<file path="config.mk">
export PLATFORM = sky130hd
export DESIGN_NAME = sd_spi_host_sequencer
export DESIGN_NICKNAME = d
export VERILOG_FILES = /design/src/design/sdspi_pkg.sv /design/src/design/sd_spi_host_sequencer.sv /design/src/design/sdspi_front.sv /design/src/design/sdspi_engine.sv
export VERILOG_INCLUDE_DIRS = /design/src /design/src/design
export SDC_FILE = /design/constraint.sdc
export NUM_CORES = 1
export LEC_CHECK = 0
export BUFFER_PORTS_ARGS = -buffer_cell sky130_fd_sc_hd__clkbuf_2
export CAP_MARGIN = 20
export CORE_ASPECT_RATIO = 1.4
export CORE_MARGIN = 10
export CORE_UTILIZATION = 59
export DETAILED_ROUTE_END_ITERATION = 10
export PLACE_DENSITY = 0.76
export SYNTH_ARGS = -nofsm -noshare
export SYNTH_HDL_FRONTEND = slang
export SYNTH_SLANG_ARGS = --single-unit
export TNS_END_PERCENT = 50
</file>
<file path="constraint.sdc">
create_clock -name clock -period 8.9 [get_ports clock]
set_input_delay 1.78 -clock clock [delete_from_list [all_inputs] [get_ports clock]]
set_output_delay 1.78 -clock clock [all_outputs]
set_load 0.03 [all_outputs]
</file>
<file path="src/design/sd_spi_host_sequencer_macros.svh">
// Assertion macros for the SD SPI host sequencer.
`ifndef SD_SPI_HOST_SEQUENCER_MACROS_SVH
`define SD_SPI_HOST_SEQUENCER_MACROS_SVH
`ifndef SYNTH
`define SSH_ASSERT_IMPL(label, clk, rst, ante, cons) \
   label: assert property (@(posedge clk) disable iff (rst) (ante) |-> (cons)) \
      else $error("assertion failed");
`define SSH_ASSERT_NEXT(label, clk, rst, ante, cons) \
   label: assert property (@(posedge clk) disable iff (rst) (ante) |=> (cons)) \
      else $error("assertion failed");
`else
`define SSH_ASSERT_IMPL(label, clk, rst, ante, cons)
`define SSH_ASSERT_NEXT(label, clk, rst, ante, cons)
`endif
`endif

</file>
<file path="src/design/sdspi_pkg.sv">
// Shared types and constants of the SD SPI host sequencer.
package sdspi_pkg;
   localparam int BLOCK_BYTES = 512;
   localparam int POLL_LIMIT  = 255;
   localparam int WAKE_BYTES  = 10;
   localparam int QUEUE_DEPTH = 2;

   localparam logic [1:0] MODE_BYTE  = 2'd0;
   localparam logic [1:0] MODE_TICK  = 2'd1;
   localparam logic [1:0] MODE_START = 2'd2;
   localparam logic [1:0] OP_INIT  = 2'd0;
   localparam logic [1:0] OP_READ  = 2'd1;
   localparam logic [1:0] OP_WRITE = 2'd2;
   localparam logic [1:0] CSR_INIT  = 2'd0;
   localparam logic [1:0] CSR_WRITE = 2'd1;
   localparam logic [1:0] CSR_READ  = 2'd2;
   localparam logic [1:0] CSR_READY = 2'd3;

   localparam logic [3:0] ST_OK = 4'd0, ST_BUSY = 4'd1, ST_RESET = 4'd2, ST_ECHO = 4'd3,
      ST_ACMD41 = 4'd4, ST_CMD58 = 4'd5, ST_WRCMD = 4'd6, ST_WRBUSY = 4'd7,
      ST_WRDATA = 4'd8, ST_RDCMD = 4'd9, ST_RDTIMEOUT = 4'd10, ST_TOKEN = 4'd11;

   localparam logic [5:0] CMD_GO_IDLE = 6'd0, CMD_SEND_IF = 6'd8, CMD_READ = 6'd17,
      CMD_WRITE = 6'd24, CMD_ACMD41 = 6'd41, CMD_APP = 6'd55, CMD_OCR = 6'd58;

   localparam logic [1:0] KIND_V1 = 2'd0, KIND_V2 = 2'd1, KIND_HC = 2'd2;

   typedef enum logic [3:0] {
      PH_IDLE, PH_WAKE, PH_RDY, PH_CMD, PH_R1, PH_R7, PH_OCR, PH_WW1, PH_WW2,
      PH_WTOK, PH_WDATA, PH_WCRC, PH_WRESP, PH_RSTART, PH_RDATA
   } phase_type;

   typedef enum logic [1:0] {
      EV_BYTE, EV_TICK, EV_START, EV_NONE
   } event_type;

   typedef struct packed {
      logic [1:0]  mode;
      logic [1:0]  operation;
      logic [31:0] block_address;
      logic [7:0]  rx_byte;
      logic [7:0]  write_byte;
   } req_type;

   typedef struct packed {
      logic       tx_valid;
      logic [7:0] tx_byte;
      logic       chip_select_high;
      logic       read_valid;
      logic [7:0] read_byte;
      logic       read_last;
      logic       done_res;
      logic [3:0] status_code;
      logic [1:0] card_kind;
      logic       busy_res;
   } rsp_type;

   // Classified item handed from front to back.
   typedef struct packed {
      event_type   kind;
      logic [1:0]  operation;
      logic [31:0] block_address;
      logic [7:0]  rx_byte;
      logic [7:0]  write_byte;
   } cmd_type;
endpackage

</file>
<file path="src/design/sd_spi_host_sequencer.sv">
// Top level of the SD card SPI-mode host sequencer.
// The sequencer takes one transfer per clock while the queue has room: each input
// transfer is an exchanged SPI byte, a millisecond tick or a start request, and
// each yields exactly one result transfer carrying the next byte to shift, chip
// select, any read data byte and completion status. A front stage classifies
// transfers into a two-entry queue; the back engine consumes one queued transfer
// per cycle into a one-entry result register while that register is empty or
// popped, so sustained throughput is one transfer per cycle, via a queue entry and
// the result register. Configuration writes change timeouts and are taken at once.
module sd_spi_host_sequencer import sdspi_pkg::*; (
   input  logic        clock,
   input  logic        reset,
   input  logic        req_push,
   output logic        req_full,
   input  req_type     req_data,
   output logic        rsp_empty,
   input  logic        rsp_pop,
   output rsp_type     rsp_data,
   input  logic        csr_write,
   input  logic [1:0]  csr_index,
   input  logic [15:0] csr_data
);
   logic    cmd_valid, cmd_take;
   cmd_type cmd_data;

   // Front: accept and classify transfers.
   sdspi_front u_front (
      .clock(clock), .reset(reset), .req_push(req_push), .req_full(req_full),
      .req_data(req_data), .cmd_valid(cmd_valid), .cmd_data(cmd_data),
      .cmd_take(cmd_take)
   );

   // Back: run the card sequence and hold the result.
   sdspi_engine u_engine (
      .clock(clock), .reset(reset), .csr_write(csr_write), .csr_index(csr_index),
      .csr_data(csr_data), .cmd_valid(cmd_valid), .cmd_data(cmd_data),
      .cmd_take(cmd_take), .rsp_empty(rsp_empty), .rsp_pop(rsp_pop),
      .rsp_data(rsp_data)
   );
endmodule

</file>
<file path="src/design/sdspi_front.sv">
// Front end: accepts items, classifies them and queues them for the engine.
module sdspi_front import sdspi_pkg::*; (
   input  logic    clock,
   input  logic    reset,
   input  logic    req_push,
   output logic    req_full,
   input  req_type req_data,
   output logic    cmd_valid,
   output cmd_type cmd_data,
   input  logic    cmd_take
);
   localparam int PW = $clog2(QUEUE_DEPTH);
   cmd_type          q_ff [QUEUE_DEPTH];
   cmd_type          q_in;
   logic [PW-1:0]    wp_ff, wp_in, rp_ff, rp_in;
   logic [PW:0]      cnt_ff, cnt_in;
   logic             push_ok, pop_ok;

   always_comb begin
      case (req_data.mode)
         MODE_BYTE:  q_in.kind = EV_BYTE;
         MODE_TICK:  q_in.kind = EV_TICK;
         MODE_START: q_in.kind = EV_START;
         default:    q_in.kind = EV_NONE;
      endcase
      q_in.operation     = req_data.operation;
      q_in.block_address = req_data.block_address;
      q_in.rx_byte       = req_data.rx_byte;
      q_in.write_byte    = req_data.write_byte;
   end

   assign req_full  = (cnt_ff == (PW+1)'(QUEUE_DEPTH));
   assign push_ok   = req_push && !req_full;
   assign cmd_valid = (cnt_ff != '0);
   assign pop_ok    = cmd_valid && cmd_take;
   assign cmd_data  = q_ff[rp_ff];
   assign wp_in  = push_ok ? wp_ff + 1'b1 : wp_ff;
   assign rp_in  = pop_ok ? rp_ff + 1'b1 : rp_ff;
   assign cnt_in = cnt_ff + (PW+1)'(push_ok) - (PW+1)'(pop_ok);

   always_ff @(posedge clock) begin
      if (reset) begin
         wp_ff <= '0;
         rp_ff <= '0;
         cnt_ff <= '0;
      end else begin
         wp_ff <= wp_in;
         rp_ff <= rp_in;
         cnt_ff <= cnt_in;
      end
      if (push_ok) begin
         q_ff[wp_ff] <= q_in;
      end
   end
endmodule

</file>
<file path="src/design/sdspi_engine.sv">
// Back end: the card sequencer state machine and its result register.
module sdspi_engine import sdspi_pkg::*; (
   input  logic        clock,
   input  logic        reset,
   input  logic        csr_write,
   input  logic [1:0]  csr_index,
   input  logic [15:0] csr_data,
   input  logic        cmd_valid,
   input  cmd_type     cmd_data,
   output logic        cmd_take,
   output logic        rsp_empty,
   input  logic        rsp_pop,
   output rsp_type     rsp_data
);
`include "sd_spi_host_sequencer_macros.svh"
   logic [15:0] init_to_ff, write_to_ff, read_to_ff, ready_to_ff;
   phase_type   phase_ff, phase_in;
   logic [1:0]  kind_ff, kind_in;
   logic        sel_ff, sel_in;
   logic [9:0]  bc_ff, bc_in;
   logic [7:0]  poll_ff, poll_in;
   logic [15:0] loop_ff, loop_in, wait_ff, wait_in;
   logic [31:0] arg_ff, arg_in;
   logic [7:0]  pend_ff, pend_in;
   logic [5:0]  cmd_ff, cmd_in;
   logic [3:0]  stat_ff, stat_in;
   logic        rv, rl, done;
   logic [7:0]  rb;
   logic        out_full_ff, out_full_in;
   rsp_type     out_ff, out_in;
   logic [7:0]  rx;
   logic        fin_req, sc_req;
   logic [3:0]  fin_code;
   logic [5:0]  sc_cmd;
   logic [31:0] sc_arg;

   assign cmd_take  = cmd_valid && (!out_full_ff || rsp_pop);
   assign rsp_empty = !out_full_ff;
   assign rsp_data  = out_ff;
   assign rx        = cmd_data.rx_byte;

   // Next state of the sequencer.
   always_comb begin
      phase_in = phase_ff; kind_in = kind_ff; sel_in = sel_ff; bc_in = bc_ff;
      poll_in = poll_ff; loop_in = loop_ff; wait_in = wait_ff; arg_in = arg_ff;
      pend_in = pend_ff; cmd_in = cmd_ff; stat_in = stat_ff;
      fin_req = 1'b0; fin_code = ST_OK; sc_req = 1'b0; sc_cmd = CMD_GO_IDLE; sc_arg = '0;
      if (cmd_data.kind == EV_TICK) begin
         if (loop_ff != 16'hFFFF) loop_in = loop_ff + 16'd1;
         if (wait_ff != 16'hFFFF) wait_in = wait_ff + 16'd1;
      end else if (cmd_data.kind == EV_START && phase_ff == PH_IDLE
                   && cmd_data.operation != 2'd3) begin
         if (cmd_data.operation == OP_INIT) begin
            sel_in = 1'b1; loop_in = '0; bc_in = '0; phase_in = PH_WAKE; pend_in = 8'hFF;
         end else begin
            sel_in = 1'b0; sc_req = 1'b1;
            sc_cmd = (cmd_data.operation == OP_READ) ? CMD_READ : CMD_WRITE;
            sc_arg = (kind_ff != KIND_HC) ? {cmd_data.block_address[22:0], 9'd0}
                                          : cmd_data.block_address;
         end
      end else if (cmd_data.kind == EV_BYTE && phase_ff != PH_IDLE) begin
         case (phase_ff)
            PH_WAKE: begin
               bc_in = bc_ff + 10'd1;
               if (bc_in < 10'(WAKE_BYTES)) pend_in = 8'hFF;
               else begin sel_in = 1'b0; sc_req = 1'b1; sc_cmd = CMD_GO_IDLE; end
            end
            PH_RDY: begin
               if (rx == 8'hFF) begin
                  phase_in = PH_CMD; bc_in = '0; pend_in = {2'b01, cmd_ff};
               end else if (wait_ff >= ready_to_ff) begin
                  fin_req = 1'b1; fin_code = ST_BUSY;
               end else pend_in = 8'hFF;
            end
            PH_CMD: begin
               if (bc_ff < 10'd4) begin
                  case (bc_ff[1:0])
                     2'd0:    pend_in = arg_ff[31:24];
                     2'd1:    pend_in = arg_ff[23:16];
                     2'd2:    pend_in = arg_ff[15:8];
                     default: pend_in = arg_ff[7:0];
                  endcase
                  bc_in = bc_ff + 10'd1;
               end else if (bc_ff == 10'd4) begin
                  pend_in = (cmd_ff == CMD_GO_IDLE) ? 8'h95 :
                            (cmd_ff == CMD_SEND_IF) ? 8'h87 : 8'hFF;
                  bc_in = bc_ff + 10'd1;
               end else begin
                  phase_in = PH_R1; poll_in = '0; pend_in = 8'hFF;
               end
            end
            PH_R1: begin
               if (!rx[7] || poll_ff >= 8'(POLL_LIMIT)) begin
                  case (cmd_ff)
                     CMD_GO_IDLE: begin
                        if (rx == 8'h01) begin
                           sc_req = 1'b1; sc_cmd = CMD_SEND_IF; sc_arg = 32'h1AA;
                        end else if (loop_ff > init_to_ff) begin
                           fin_req = 1'b1; fin_code = ST_RESET;
                        end else begin sc_req = 1'b1; sc_cmd = CMD_GO_IDLE; end
                     end
                     CMD_SEND_IF: begin
                        if (rx[2]) begin
                           kind_in = KIND_V1; sc_req = 1'b1; sc_cmd = CMD_APP;
                        end else begin
                           phase_in = PH_R7; bc_in = '0; pend_in = 8'hFF;
                        end
                     end
                     CMD_APP: begin
                        sc_req = 1'b1; sc_cmd = CMD_ACMD41;
                        sc_arg = (kind_ff == KIND_V2) ? 32'h4000_0000 : 32'h0;
                     end
                     CMD_ACMD41: begin
                        if (rx == 8'h00) begin
                           if (kind_ff == KIND_V2) begin sc_req = 1'b1; sc_cmd = CMD_OCR; end
                           else begin fin_req = 1'b1; fin_code = ST_OK; end
                        end else if (loop_ff > init_to_ff) begin
                           fin_req = 1'b1; fin_code = ST_ACMD41;
                        end else begin sc_req = 1'b1; sc_cmd = CMD_APP; end
                     end
                     CMD_OCR: begin
                        if (rx != 8'h00) begin fin_req = 1'b1; fin_code = ST_CMD58; end
                        else begin phase_in = PH_OCR; bc_in = '0; pend_in = 8'hFF; end
                     end
                     CMD_WRITE: begin
                        if (rx != 8'h00) begin fin_req = 1'b1; fin_code = ST_WRCMD; end
                        else begin phase_in = PH_WW1; wait_in = '0; pend_in = 8'hFF; end
                     end
                     default: begin
                        if (rx != 8'h00) begin fin_req = 1'b1; fin_code = ST_RDCMD; end
                        else begin phase_in = PH_RSTART; wait_in = '0; pend_in = 8'hFF; end
                     end
                  endcase
               end else begin
                  poll_in = poll_ff + 8'd1; pend_in = 8'hFF;
               end
            end
            PH_R7: begin
               bc_in = bc_ff + 10'd1;
               if (bc_in < 10'd4) pend_in = 8'hFF;
               else if (rx != 8'hAA) begin fin_req = 1'b1; fin_code = ST_ECHO; end
               else begin kind_in = KIND_V2; sc_req = 1'b1; sc_cmd = CMD_APP; end
            end
            PH_OCR: begin
               if (bc_ff == '0 && rx[7:6] == 2'b11) kind_in = KIND_HC;
               bc_in = bc_ff + 10'd1;
               if (bc_in < 10'd4) pend_in = 8'hFF;
               else begin fin_req = 1'b1; fin_code = ST_OK; end
            end
            PH_WW1: begin
               if (rx == 8'hFF) begin phase_in = PH_WW2; wait_in = '0; pend_in = 8'hFF; end
               else if (wait_ff >= write_to_ff) begin fin_req = 1'b1; fin_code = ST_WRBUSY; end
               else pend_in = 8'hFF;
            end
            PH_WW2: begin
               if (rx == 8'hFF || wait_ff >= write_to_ff) begin
                  phase_in = PH_WTOK; pend_in = 8'hFE;
               end else pend_in = 8'hFF;
            end
            PH_WTOK: begin
               phase_in = PH_WDATA; bc_in = 10'd1; pend_in = cmd_data.write_byte;
            end
            PH_WDATA: begin
               if ({1'b0, bc_ff} < 11'(BLOCK_BYTES)) begin
                  pend_in = cmd_data.write_byte; bc_in = bc_ff + 10'd1;
               end else begin phase_in = PH_WCRC; bc_in = '0; pend_in = 8'hFF; end
            end
            PH_WCRC: begin
               bc_in = bc_ff + 10'd1;
               pend_in = 8'hFF;
               if (bc_in >= 10'd2) phase_in = PH_WRESP;
            end
            PH_WRESP: begin
               fin_req = 1'b1;
               fin_code = (rx[4:0] != 5'h05) ? ST_WRDATA : ST_OK;
            end
            PH_RSTART: begin
               if (rx == 8'hFF) begin
                  if (wait_ff > read_to_ff) begin fin_req = 1'b1; fin_code = ST_RDTIMEOUT; end
                  else pend_in = 8'hFF;
               end else if (rx == 8'hFE) begin
                  phase_in = PH_RDATA; bc_in = '0; pend_in = 8'hFF;
               end else begin fin_req = 1'b1; fin_code = ST_TOKEN; end
            end
            PH_RDATA: begin
               bc_in = bc_ff + 10'd1;
               if ({1'b0, bc_in} >= 11'(BLOCK_BYTES) || bc_in == '0) begin
                  fin_req = 1'b1; fin_code = ST_OK;
               end else pend_in = 8'hFF;
            end
            default: phase_in = PH_IDLE;
         endcase
      end
      if (sc_req) begin
         cmd_in = sc_cmd; arg_in = sc_arg; phase_in = PH_RDY; wait_in = '0; pend_in = 8'hFF;
      end
      if (fin_req) begin
         phase_in = PH_IDLE; sel_in = 1'b1; pend_in = '0; stat_in = fin_code;
      end
   end

   // Result fields for this item.
   always_comb begin
      rv = (cmd_data.kind == EV_BYTE) && (phase_ff == PH_RDATA);
      rb = rv ? rx : 8'h00;
      rl = rv && fin_req;
      done = fin_req;
      out_in.tx_valid         = (phase_in != PH_IDLE);
      out_in.tx_byte          = (phase_in != PH_IDLE) ? pend_in : 8'h00;
      out_in.chip_select_high = sel_in;
      out_in.read_valid       = rv;
      out_in.read_byte        = rb;
      out_in.read_last        = rl;
      out_in.done_res         = done;
      out_in.status_code      = stat_in;
      out_in.card_kind        = kind_in;
      out_in.busy_res         = (phase_in != PH_IDLE);
      out_full_in = cmd_take ? 1'b1 : (rsp_pop ? 1'b0 : out_full_ff);
   end

   always_ff @(posedge clock) begin
      if (reset) begin
         init_to_ff <= 16'd2000; write_to_ff <= 16'd600;
         read_to_ff <= 16'd300;  ready_to_ff <= 16'd300;
         phase_ff <= PH_IDLE; kind_ff <= KIND_V1; sel_ff <= 1'b1; bc_ff <= '0;
         poll_ff <= '0; loop_ff <= '0; wait_ff <= '0; arg_ff <= '0;
         pend_ff <= '0; cmd_ff <= CMD_GO_IDLE; stat_ff <= ST_OK; out_full_ff <= 1'b0;
      end else begin
         if (csr_write) begin
            case (csr_index)
               CSR_INIT:  init_to_ff  <= csr_data;
               CSR_WRITE: write_to_ff <= csr_data;
               CSR_READ:  read_to_ff  <= csr_data;
               default:   ready_to_ff <= csr_data;
            endcase
         end
         out_full_ff <= out_full_in;
         if (cmd_take) begin
            phase_ff <= phase_in; kind_ff <= kind_in; sel_ff <= sel_in; bc_ff <= bc_in;
            poll_ff <= poll_in; loop_ff <= loop_in; wait_ff <= wait_in; arg_ff <= arg_in;
            pend_ff <= pend_in; cmd_ff <= cmd_in; stat_ff <= stat_in;
         end
      end
      if (cmd_take) out_ff <= out_in;
   end

   `SSH_ASSERT_IMPL(a_take_room, clock, reset, cmd_take, !out_full_ff || rsp_pop)
   `SSH_ASSERT_NEXT(a_take_fills, clock, reset, cmd_take, !rsp_empty)
   `SSH_ASSERT_IMPL(a_last_done, clock, reset, !rsp_empty && rsp_data.read_last,
                    rsp_data.done_res && rsp_data.read_valid)
   `SSH_ASSERT_IMPL(a_idle_cs, clock, reset, phase_ff == PH_IDLE, sel_ff)
endmodule
</file>
==> results of run 1 <==
## sequential cells by signal, summed over array words and instances (netlist names), 6 cells and up, named ones only
signal / count
u_engine.wait_ff: 16
u_engine.loop_ff: 16
u_engine.cmd_ff: 6
u_engine.write_to_ff: 16
u_front.q_ff: 104
u_engine.read_to_ff: 16
u_engine.ready_to_ff: 16
u_engine.arg_ff: 32
u_engine.init_to_ff: 16
u_engine.poll_ff: 8
u_engine.rsp_data: 27
u_engine.bc_ff: 10
u_engine.pend_ff: 8
## per-layer routing
layer / track usage / vias up / share of wire
li1: - / 6591 / -
met1: 0.304 / 6672 / 0.36
met2: 0.505 / 548 / 0.50
met3: 0.0425 / 199 / 0.051
met4: 0.216 / 0 / 0.082
met5: 0 / - / 0
## critical path: cells and delay by family, from the launching register on
family,cells,cell delay [ps]
buffers and inverters,1,360
AO/OA/AOI/OAI,5,1580
flip-flops,1,470
AND/OR/NAND/NOR,4,1500
adder cells (fa/ha/maj),1,350
## logic make-up after synthesis
group,Yosys count
AOI/OAI and AO/OA,432
buffers and inverters,193
xor gates and xnor gates,42
adders and majority gates,75
muxes,61
DFF,308
and+or+nand+nor,656
## layout make-up
type,count,share of cell area
Multi-Input combinational cell,1266,0.454
Sequential cell,308,0.410
Clock buffer,34,0.0413
Timing Repair Buffer,124,0.0371
Tap cell,370,0.0254
Inverter,97,0.0199
Clock inverter,20,0.0123
## cell usage in the layout (no fill, tap or decap), types with 6 or more instances in the layout
master	Yosys	layout
xor2_1	31	31
mux2i_1	26	26
a21oi_1	147	147
nand2b_1	15	15
a2111oi_0	6	6
o211ai_1	18	18
inv_1	96	95
and2_1	14	14
or3_1	12	12
o21ai_0	70	69
buf_4	2	20
o2111ai_1	8	8
and3_1	23	22
nand4_1	26	26
nor2b_1	19	19
clkbuf_2	0	103
o31ai_1	6	6
nor4_1	6	6
mux4_2	23	23
nand3b_1	7	7
dfxtp_1	177	176
o22ai_1	7	7
nand2_1	239	239
xnor2_1	11	11
a31oi_1	22	22
a41oi_1	7	7
mux2_2	12	12
ha_1	75	75
a211oi_1	20	20
a211o_1	17	17
nor2_1	166	165
clkbuf_16	0	29
nand3_1	53	53
a222oi_1	8	8
a221oi_1	7	7
a21o_1	10	10
and4_1	6	6
edfxtp_1	131	131
nor3_1	32	31
## metrics by stage
stage / total power (uW) / hold WS [ps] / setup WS (ps) / cells
3_5_place_dp: 2810 / 446 / 4580 / 2163
4_1_cts: 4080 / 455 / 4660 / 2217
2_1_floorplan: 2490 / 429 / 4390 / 1767
6_report: 4070 / 455 / 4560 / 2219
5_1_grt: 4230 / 480 / 4330 / 2219
3_3_place_gp: 2790 / 442 / 4670 / 2163
## worst min-delay path by stage
stage                             start                  endpoint  slack (ps)
6_report       u_engine.write_to_ff[13]  u_engine.write_to_ff[13]         460
2_1_floorplan        u_engine.arg_ff[0]        u_engine.arg_ff[0]         430
5_1_grt          u_engine.read_to_ff[4]    u_engine.read_to_ff[4]         480
3_3_place_gp         u_engine.arg_ff[2]        u_engine.arg_ff[2]         440
3_5_place_dp    u_engine.write_to_ff[2]   u_engine.write_to_ff[2]         450
4_1_cts         u_engine.write_to_ff[2]   u_engine.write_to_ff[2]         460
## power groups by stage
stage	sequential (uW)	combinational (uW)	clock [uW]
floorplan	1860	625	0
global placement	1810	981	0
detailed placement	1810	994	0
CTS	1780	1000	1300
global route	1800	1080	1350
finish	1790	999	1280
==> run metrics, run 1 <==
CP max-delay cell a31oi_1; IO Pins 105; multi-input gate area in the final layout approximately 8300 sq um; status finished clean; sequential fraction of design power 0.440; Seq/Total Area, Yosys 0.452; dominant cell by count in the synthesized netlist nand2_1; Setup-failing EPs final 0; clock share of power 0.315; pin count of the biggest net entering global routing just under 80; Primary FF master, synth dfxtp_1; Core ar. between 20000 and 30000 sq um; fin crit share 0.488; GRT Overall Usage 0.287; CTS tree built; Core Util, Final 0.660; Final Cell Area about 18000 sq um; crit end category register; share of synthesized cell area in full adder, half adder and majority cells 0.0568; critical path class register to register; TritonCTS buffer count 29; asr flop ratio synth 0; num rows 72; Initial Util 0.598; R2R cell count 11; r2r setup slk 4560 ps; Distinct cells, synth 95; Pleak 0.00686 uW; Starting DRT DRC Count 1318; layout cell share with drive strength beyond 1 0.133; Detail Route Antenna Nets 0; Post-synth EDFFs 131; Post-Synth XOR/XNOR Area 0.0223; maximum clock frequency 230 MHz; DIE WIDTH 161 um; largest fanout on the critical path 11; Comb power frac 0.246; main combinational cell family by area after synthesis simple AND/OR/NAND/NOR gates; Hold Fails Final Rpt 0; ordered list of cells on the worst path ha_1 -> nand3_1 -> nor2_1 -> o22ai_1 -> a31oi_1 -> o32ai_1 -> nor4_2 -> a21o_1 -> inv_1 -> or4_1 -> a21oi_1; Vias 14000; CTS root buf clkbuf_16; Max Slew Vio Count 0; I/O Buffers roughly 100; reg-to-reg critical path endpoint u_engine.phase_ff[2]; post-CTS resize count 0; clock tree sinks 308; internal power 2730 uW; register area 7480 sq um; hold_buf cts 0; H-tree levels 1; antenna diode count 0; Avg Cell Area, Syn 9.35 sq um; routed wire length 51800 um; post-synthesis simple-gate area fraction 0.189; Synth area leaders edfxtp_1, dfxtp_1, ha_1; dpl cell area about 17000 sq um; critical path startpoint u_engine.bc_ff[1]; Sw Share 0.329; syn_nets 1917; GRT Residual Overflow 0; Ys Warns 0; # nets final slightly below 2000; critical path arrival 4830 ps; first-pass GRT wire length 79000 um; CP required between 9000 and 10000 ps; Pre-antenna DRT Iters 8; setup repair after global routing missed its margin no; FF-to-FF Start u_engine.bc_ff[1]; Max Cap Viol 0; initial antenna violation count 0; Final HPWL DP 38700 um; Yosys top cell area share 0.238; vias in the first global route between 10000 and 15000; Worst slew margin 0.261; Setup TNS 0 ps; Max clock buf depth 3; switching pwr 1340 uW; CP Launch Type register; number of cells produced by synthesis 1767; DRC errors left 0; Area Overhead vs Synth 10.4%; maximum VDD drop 0.283 mV; crit path to u_engine.phase_ff[2]; worst skew pair latency 570 ps; Layout fillers around 2200; post-synthesis mux area share 0.0553; cell taking the most area after synthesis edfxtp_1; synthesized area 16500 sq um; Final min period around 4300 ps; clock-pin slew on the worst setup and hold paths 70 ps; slew at the pin closest to its max-slew limit ~1100 ps; mean routed wirelength per cell roughly 23 um; hold crit path type register to register; hold path depth 2; Setup Buffers After CTS 0; die height 218 um; vias per std cell 6.31; CP max stage delay just under 600 ps; Pwr Density 223 nW/um^2; Routability Congestion ~1.0; Max Clock Skew 20.9 ps; synth cell count leaders nand2_1, dfxtp_1, nor2_1; die area 35200 sq um; flops & latches, synth 308; Compound-Gate Fraction of Synth Area 0.177
(Power assumes the default switching activity.)
==> run 2, diff against run 1 <==
--- a/config.mk
+++ b/config.mk
@@ -10,9 +10,9 @@
 export CAP_MARGIN = 20
 export CORE_ASPECT_RATIO = 1.4
 export CORE_MARGIN = 10
-export CORE_UTILIZATION = 59
+export CORE_UTILIZATION = 56
 export DETAILED_ROUTE_END_ITERATION = 10
-export PLACE_DENSITY = 0.76
+export PLACE_DENSITY = 0.75
 export SYNTH_ARGS = -nofsm -noshare
 export SYNTH_HDL_FRONTEND = slang
 export SYNTH_SLANG_ARGS = --single-unit
==> constraint.sdc (replaced) <==
create_clock -name clock -period 3.5 [get_ports clock]
set_input_delay 0.7 -clock clock [delete_from_list [all_inputs] [get_ports clock]]
set_output_delay 0.7 -clock clock [all_outputs]
set_load 0.03 [all_outputs]
==> run metrics, run 2 (same netlist as run 1, synthesis figures left out) <==
CP max stage delay 570 ps (-20 ps); Comb power frac 0.260 (+0.014); maximum VDD drop 0.616 mV (+120%); CP top delay family compound AO/OA/AOI/OAI gates; GRT Residual Overflow 0 (unchanged); most common cell after layout, fill and taps aside nand2_1; Max clock buf depth 3 (unchanged); vias in the first global route 14600 (+6.1%); GRT Overall Usage 0.280 (-0.00641); Setup-failing EPs final 0 (unchanged); slew at the pin closest to its max-slew limit 869 ps (-233 ps); worst skew pair latency 600 ps (+30 ps); routed wl met3 2890 um (+9.2%); crit end category register; initial antenna violation count 0 (unchanged); I/O Buffers 104 (unchanged); Hold Fails Final Rpt 0 (unchanged); Core Util, Final 0.659 (-0.000774); vias per std cell 6.18 (-2.1%); CP Launch Type register; flip-flop count of the largest register after layout 104 (unchanged); DRC errors left 0 (unchanged); most frequent cells in the layout nand2_1, dfxtp_1, nor2_1; Max Cap Viol 0 (unchanged); largest fanout on the critical path 7 (-4); ordered list of cells on the worst path inv_1 -> ha_1 -> nand2b_1 -> a211oi_1 -> o21ai_1 -> a211oi_2 -> buf_4 -> o32a_1 -> o311a_1 -> a21o_1 -> inv_1 -> or4_1 -> a21oi_1; Vias 14500 (+3.5%); Max Clock Skew 24.6 ps (+3.75 ps); DIE WIDTH 165 um (+2.3%); Biggest register u_front.q_ff; CTS root buf clkbuf_16; DP Worst Slack -191 ps (-4770 ps); pin count of the biggest net entering global routing 64 (-17%); CP max-delay cell or4_1; Detail Route Antenna Nets 0 (unchanged); Sw Share 0.335 (+0.00564); Starting DRT DRC Count 1243 (-5.7%); critical path class register to register; Initial Util 0.567 (-0.0309); WL met2 27100 um (+3.5%); Pleak 0.00747 uW (+8.9%); die height 223 um (+2.4%); Pre-antenna DRT Iters 6 (-2); maximum clock frequency 301 MHz (+31%); Core ar. 29200 sq um (+5.5%); Routability Congestion 1.04 (+1.2%); IO Pins 105 (unchanged); critical path arrival 3840 ps (-990 ps); Worst slew margin 0.421 (+0.159); buffer and inverter count on the worst path 3 (+2); WHS 284 ps (-171 ps); Max Slew Vio Count 0 (unchanged); num rows 74 (+2.8%); Area Overhead vs Synth 16.3%; internal power 6990 uW (+160%); clock share of power 0.307 (-0.008); status finished clean; H-tree levels 1 (unchanged); layout cell share with drive strength beyond 1 0.189 (+0.0563); # nets final 2090 (+5.8%); switching pwr 3520 uW (+160%); Metal-1 WL 19100 um (+1.7%); most frequent CP cell inv_1; sequential fraction of design power 0.433 (-0.007); Final min period 3320 ps (-1020 ps); hold crit path type primary input to register; Pwr Density 546 nW/um^2 (+150%); clock tree sinks 308 (unchanged); Final HPWL DP 40200 um (+3.8%); clock-pin slew on the worst setup and hold paths 70 ps (about the same); TritonCTS buffer count 31 (+6.9%); PnR worst setup slack 180 ps (-4380 ps); mean routed wirelength per cell 22.2 um (-4.9%); first-pass GRT wire length 81700 um (+3.4%); CTS tree built; CP required 4020 ps (-5360 ps); top sig layer met4; Layout fillers 2390 (+7.3%); fin crit share 0.949 (+0.461); routed wire length 52100 um (+0.54%); die area 36900 sq um (+4.8%); r2r setup slk 180 ps (-4380 ps)
==> run 2: layout make-up <==
cell class / count / area (sq um) / share of cell area
Antenna cell: 1 / 2.50 / 0.000130
Clock buffer: 38 / 822 / 0.0428
Inverter: 97 / 364 / 0.0189
Clock inverter: 20 / 164 / 0.00852
Multi-Input combinational cell: 1266 / 8340 / 0.434
Tap cell: 380 / 475 / 0.0247
Sequential cell: 308 / 7480 / 0.389
Timing Repair Buffer: 236 / 1580 / 0.0822
==> run 2: stage by stage <==
stage / instance area [sq um] / total power (uW) / TNS, ps / instances
final: 19200 / 10500 / 0 / 2346
after global routing: 19200 / 10900 / -24.0 / 2345
after CTS: 19200 / 10500 / 0 / 2344
after detailed placement: 18100 / 7310 / -1550 / 2285
after global placement: 18100 / 7260 / 0 / 2284
after floorplan: 16500 / 6330 / 0 / 1767
==> run 2: layer usage <==
metal / vias up / GRT usage
met4: 0 / 0.149
met3: 163 / 0.0346
met2: 548 / 0.501
met1: 6986 / 0.314
li1: 6805 / -
met5: - / 0
==> run 2: what timing repair did <==
item	in CTS	in global routing
pin swaps	1	4
endpoints found under the setup margin	9	26
hold buffers	0	0
cloned	0	0
buffers inserted	1	1
hold endpoints to repair	0	0
gates resized for setup	1	16
==> run 2: power groups by stage <==
stage	combinational, uW	sequential, uW	clock, uW
2_1_floorplan	1590	4740	0
3_3_place_gp	2660	4600	0
3_5_place_dp	2690	4620	0
4_1_cts	2720	4550	3270
5_1_grt	2940	4590	3390
6_report	2730	4550	3220
==> run 2: worst paths after layout <==
kind,startpoint,endpoint,cells after the start
setup / recovery,u_engine.wait_ff[0],u_engine.phase_ff[2],13
hold / removal,req_data[22],u_front.q_ff[1][22],1
setup reg to reg,u_engine.wait_ff[0],u_engine.phase_ff[2],13
hold reg to reg,u_engine.write_to_ff[15],u_engine.write_to_ff[15],2
==> run 3, diff against run 2 <==
--- a/config.mk
+++ b/config.mk
@@ -13,6 +13,7 @@
 export CORE_UTILIZATION = 56
 export DETAILED_ROUTE_END_ITERATION = 10
 export PLACE_DENSITY = 0.75
+export SKIP_LAST_GASP = 1
 export SYNTH_ARGS = -nofsm -noshare
 export SYNTH_HDL_FRONTEND = slang
 export SYNTH_SLANG_ARGS = --single-unit
==> constraint.sdc (replaced) <==
create_clock -name clock -period 3.5 [get_ports clock]
set_input_delay 0.525 -clock clock [delete_from_list [all_inputs] [get_ports clock]]
set_output_delay 0.525 -clock clock [all_outputs]
set_load 0.03 [all_outputs]
==> run metrics, run 3 (same netlist as run 1, synthesis figures left out) <==
Final min period 3350 ps (+32.6 ps); Routability Congestion 1.04 (-0.34%); IO Pins 105 (unchanged); Worst slew margin 0.314 (-0.107); Setup Buffers After CTS 0 (-1); Final HPWL DP 40300 um (+0.35%); critical path class register to register; routed wire length 52500 um (+0.66%); Detail Route Antenna Nets 0 (unchanged); pin count of the biggest net entering global routing 53 (-17%); Starting DRT DRC Count 1359 (+9.3%); Area Overhead vs Synth 16.5%; Initial Util 0.567 (unchanged); layout cell share with drive strength beyond 1 0.185 (-0.00477); dpl cell area 18200 sq um (+0.12%); maximum VDD drop 0.750 mV (+22%); vias in the first global route 14700 (+0.30%); Final Cell Area 19300 sq um (+0.17%); GRT met2 Usage 0.493 (-0.00806); GRT Residual Overflow 0 (unchanged); mean routed wirelength per cell 22.3 um (+0.62%); met1 Use GR 0.314 (about the same); critical path arrival 3680 ps (-160 ps); setup repair after global routing missed its margin yes; most frequent cells in the layout nand2_1, dfxtp_1, nor2_1; Sw Share 0.328 (-0.00655); Core ar. 29200 sq um (unchanged); most common cell after layout, fill and taps aside nand2_1; clock-pin slew on the worst setup and hold paths 70 ps (about the same); global route hottest layer met2; DRC errors left 0 (unchanged); Setup TNS 0 ps (unchanged); initial antenna violation count 0 (unchanged); clock share of power 0.327 (+0.020); flip-flop count of the largest register after layout 104 (unchanged); Max Slew Vio Count 0 (unchanged); Pre-antenna DRT Iters 5 (-1); worst skew pair latency 600 ps (about the same); GRT Overall Usage 0.280 (+0.000301); # nets final 2092 (+0.096%); Max Cap Viol 0 (unchanged); H-tree levels 1 (unchanged); internal power 7260 uW (+3.9%); CTS root buf clkbuf_16; Biggest register u_front.q_ff; CP Launch Type register; num rows 74 (unchanged); CTS tree built; Pwr Density 561 nW/um^2 (+2.7%); M3 GR Usage 0.0326 (-0.00203); hold crit path type primary input to register; antenna diode count 0 (-1); maximum clock frequency 298 MHz (-0.97%); Comb power frac 0.252 (-0.008); slew at the pin closest to its max-slew limit 1030 ps (+156 ps); Hold Fails Final Rpt 0 (unchanged); clock tree sinks 308 (unchanged); Pleak 0.00751 uW (+0.57%); first-pass GRT wire length 81400 um (-0.45%); fin crit share 0.958 (+0.00930); R2R cell count 13 (unchanged); crit end category register; vias per std cell 6.19 (+0.12%); die height 223 um (unchanged); TritonCTS buffer count 31 (unchanged); sequential fraction of design power 0.421 (-0.012); Max Clock Skew 19.3 ps (-5.34 ps); CP required 3830 ps (-190 ps); die area 36900 sq um (unchanged); hold path depth 1 (unchanged); Setup-failing EPs final 0 (unchanged); switching pwr 3540 uW (+0.85%); largest fanout on the critical path 9 (+2); I/O Buffers 104 (unchanged); WHS 113 ps (-171 ps); Tot Pwr 10800 uW (+2.9%); DIE WIDTH 165 um (unchanged); Layout fillers 2387 (-0.13%); status finished clean; Vias 14500 (+0.17%); Max clock buf depth 3 (unchanged)
==> run 3: cell types whose count changed in the layout (fill, tap and decap cells not counted), moves of 3 or more <==
cell	previous run	this run
clkinv_2	9	3
buf_4	127	131
bufinv_16	1	5
a2111oi_0	3	6
clkinv_1	1	4
clkinv_4	3	0
inv_6	1	4
nor4_1	3	6
nor4_2	6	3
==> run 3: layout make-up <==
| type | instances | area, sq um | area share |
|---|---|---|---|
| flip-flops and latches | 308 | 7480 | 0.388 |
| clock inverters | 22 | 272 | 0.0141 |
| inverters | 97 | 364 | 0.0189 |
| multi-input cells | 1266 | 8290 | 0.430 |
| repair buffers | 238 | 1580 | 0.0820 |
| well taps | 380 | 475 | 0.0247 |
| clock buffers | 36 | 805 | 0.0418 |
==> run 3: path summary, 6_finish.rpt <==
check	startpoint	end	slack, ps
worst max-delay path	u_engine.bc_ff[0]	u_engine.rsp_data[19]	150
worst max register to register	u_engine.bc_ff[0]	u_engine.rsp_data[19]	150
worst min-delay path	req_data[5]	u_front.q_ff[0][5]	110
worst min register to register	u_engine.init_to_ff[15]	u_engine.init_to_ff[15]	450
==> run 3: power groups by stage <==
| stage | registers [uW] | logic, uW | clock network, uW |
|---|---|---|---|
| final | 4540 | 2720 | 3540 |
| after global routing | 4590 | 2930 | 3720 |
| after CTS | 4540 | 2720 | 3580 |
| after detailed placement | 4610 | 2710 | 0 |
| after global placement | 4590 | 2670 | 0 |
| after floorplan | 4740 | 1590 | 0 |
==> run 3: critical path: stages (launching register included) <==
cell      delay (ps)
dfxtp_1          300
buf_4            150
ha_1             280
nand3_1          200
nor2_2            90
o32a_2           420
o211a_4          280
a311oi_4         380
a41oi_4          160
buf_4            180
nand3b_4         170
o31ai_4          230
buf_12           170
nor3_1            60
==> run 3: layer usage <==
layer | up-vias | wire (um)
met4 | 0 | 3590
met2 | 526 | 26500
met1 | 6991 | 19700
met5 | - | 0
met3 | 178 | 2630
li1 | 6831 | -
==> run 3: per-stage QoR <==
stage | utilization | worst slack (ps) | cells
after floorplan | - | 246 | 1767
after CTS | 0.660 | 13.4 | 2346
after global placement | 0.623 | 149 | 2288
after global routing | 0.660 | -15.1 | 2347
final | 0.660 | 148 | 2347
after detailed placement | 0.623 | 21.3 | 2288
==> run 3: timing repair <==
action,CTS,global route
hold buffers,0,0
gates resized for setup,0,3
endpoints found under the setup margin,0,34
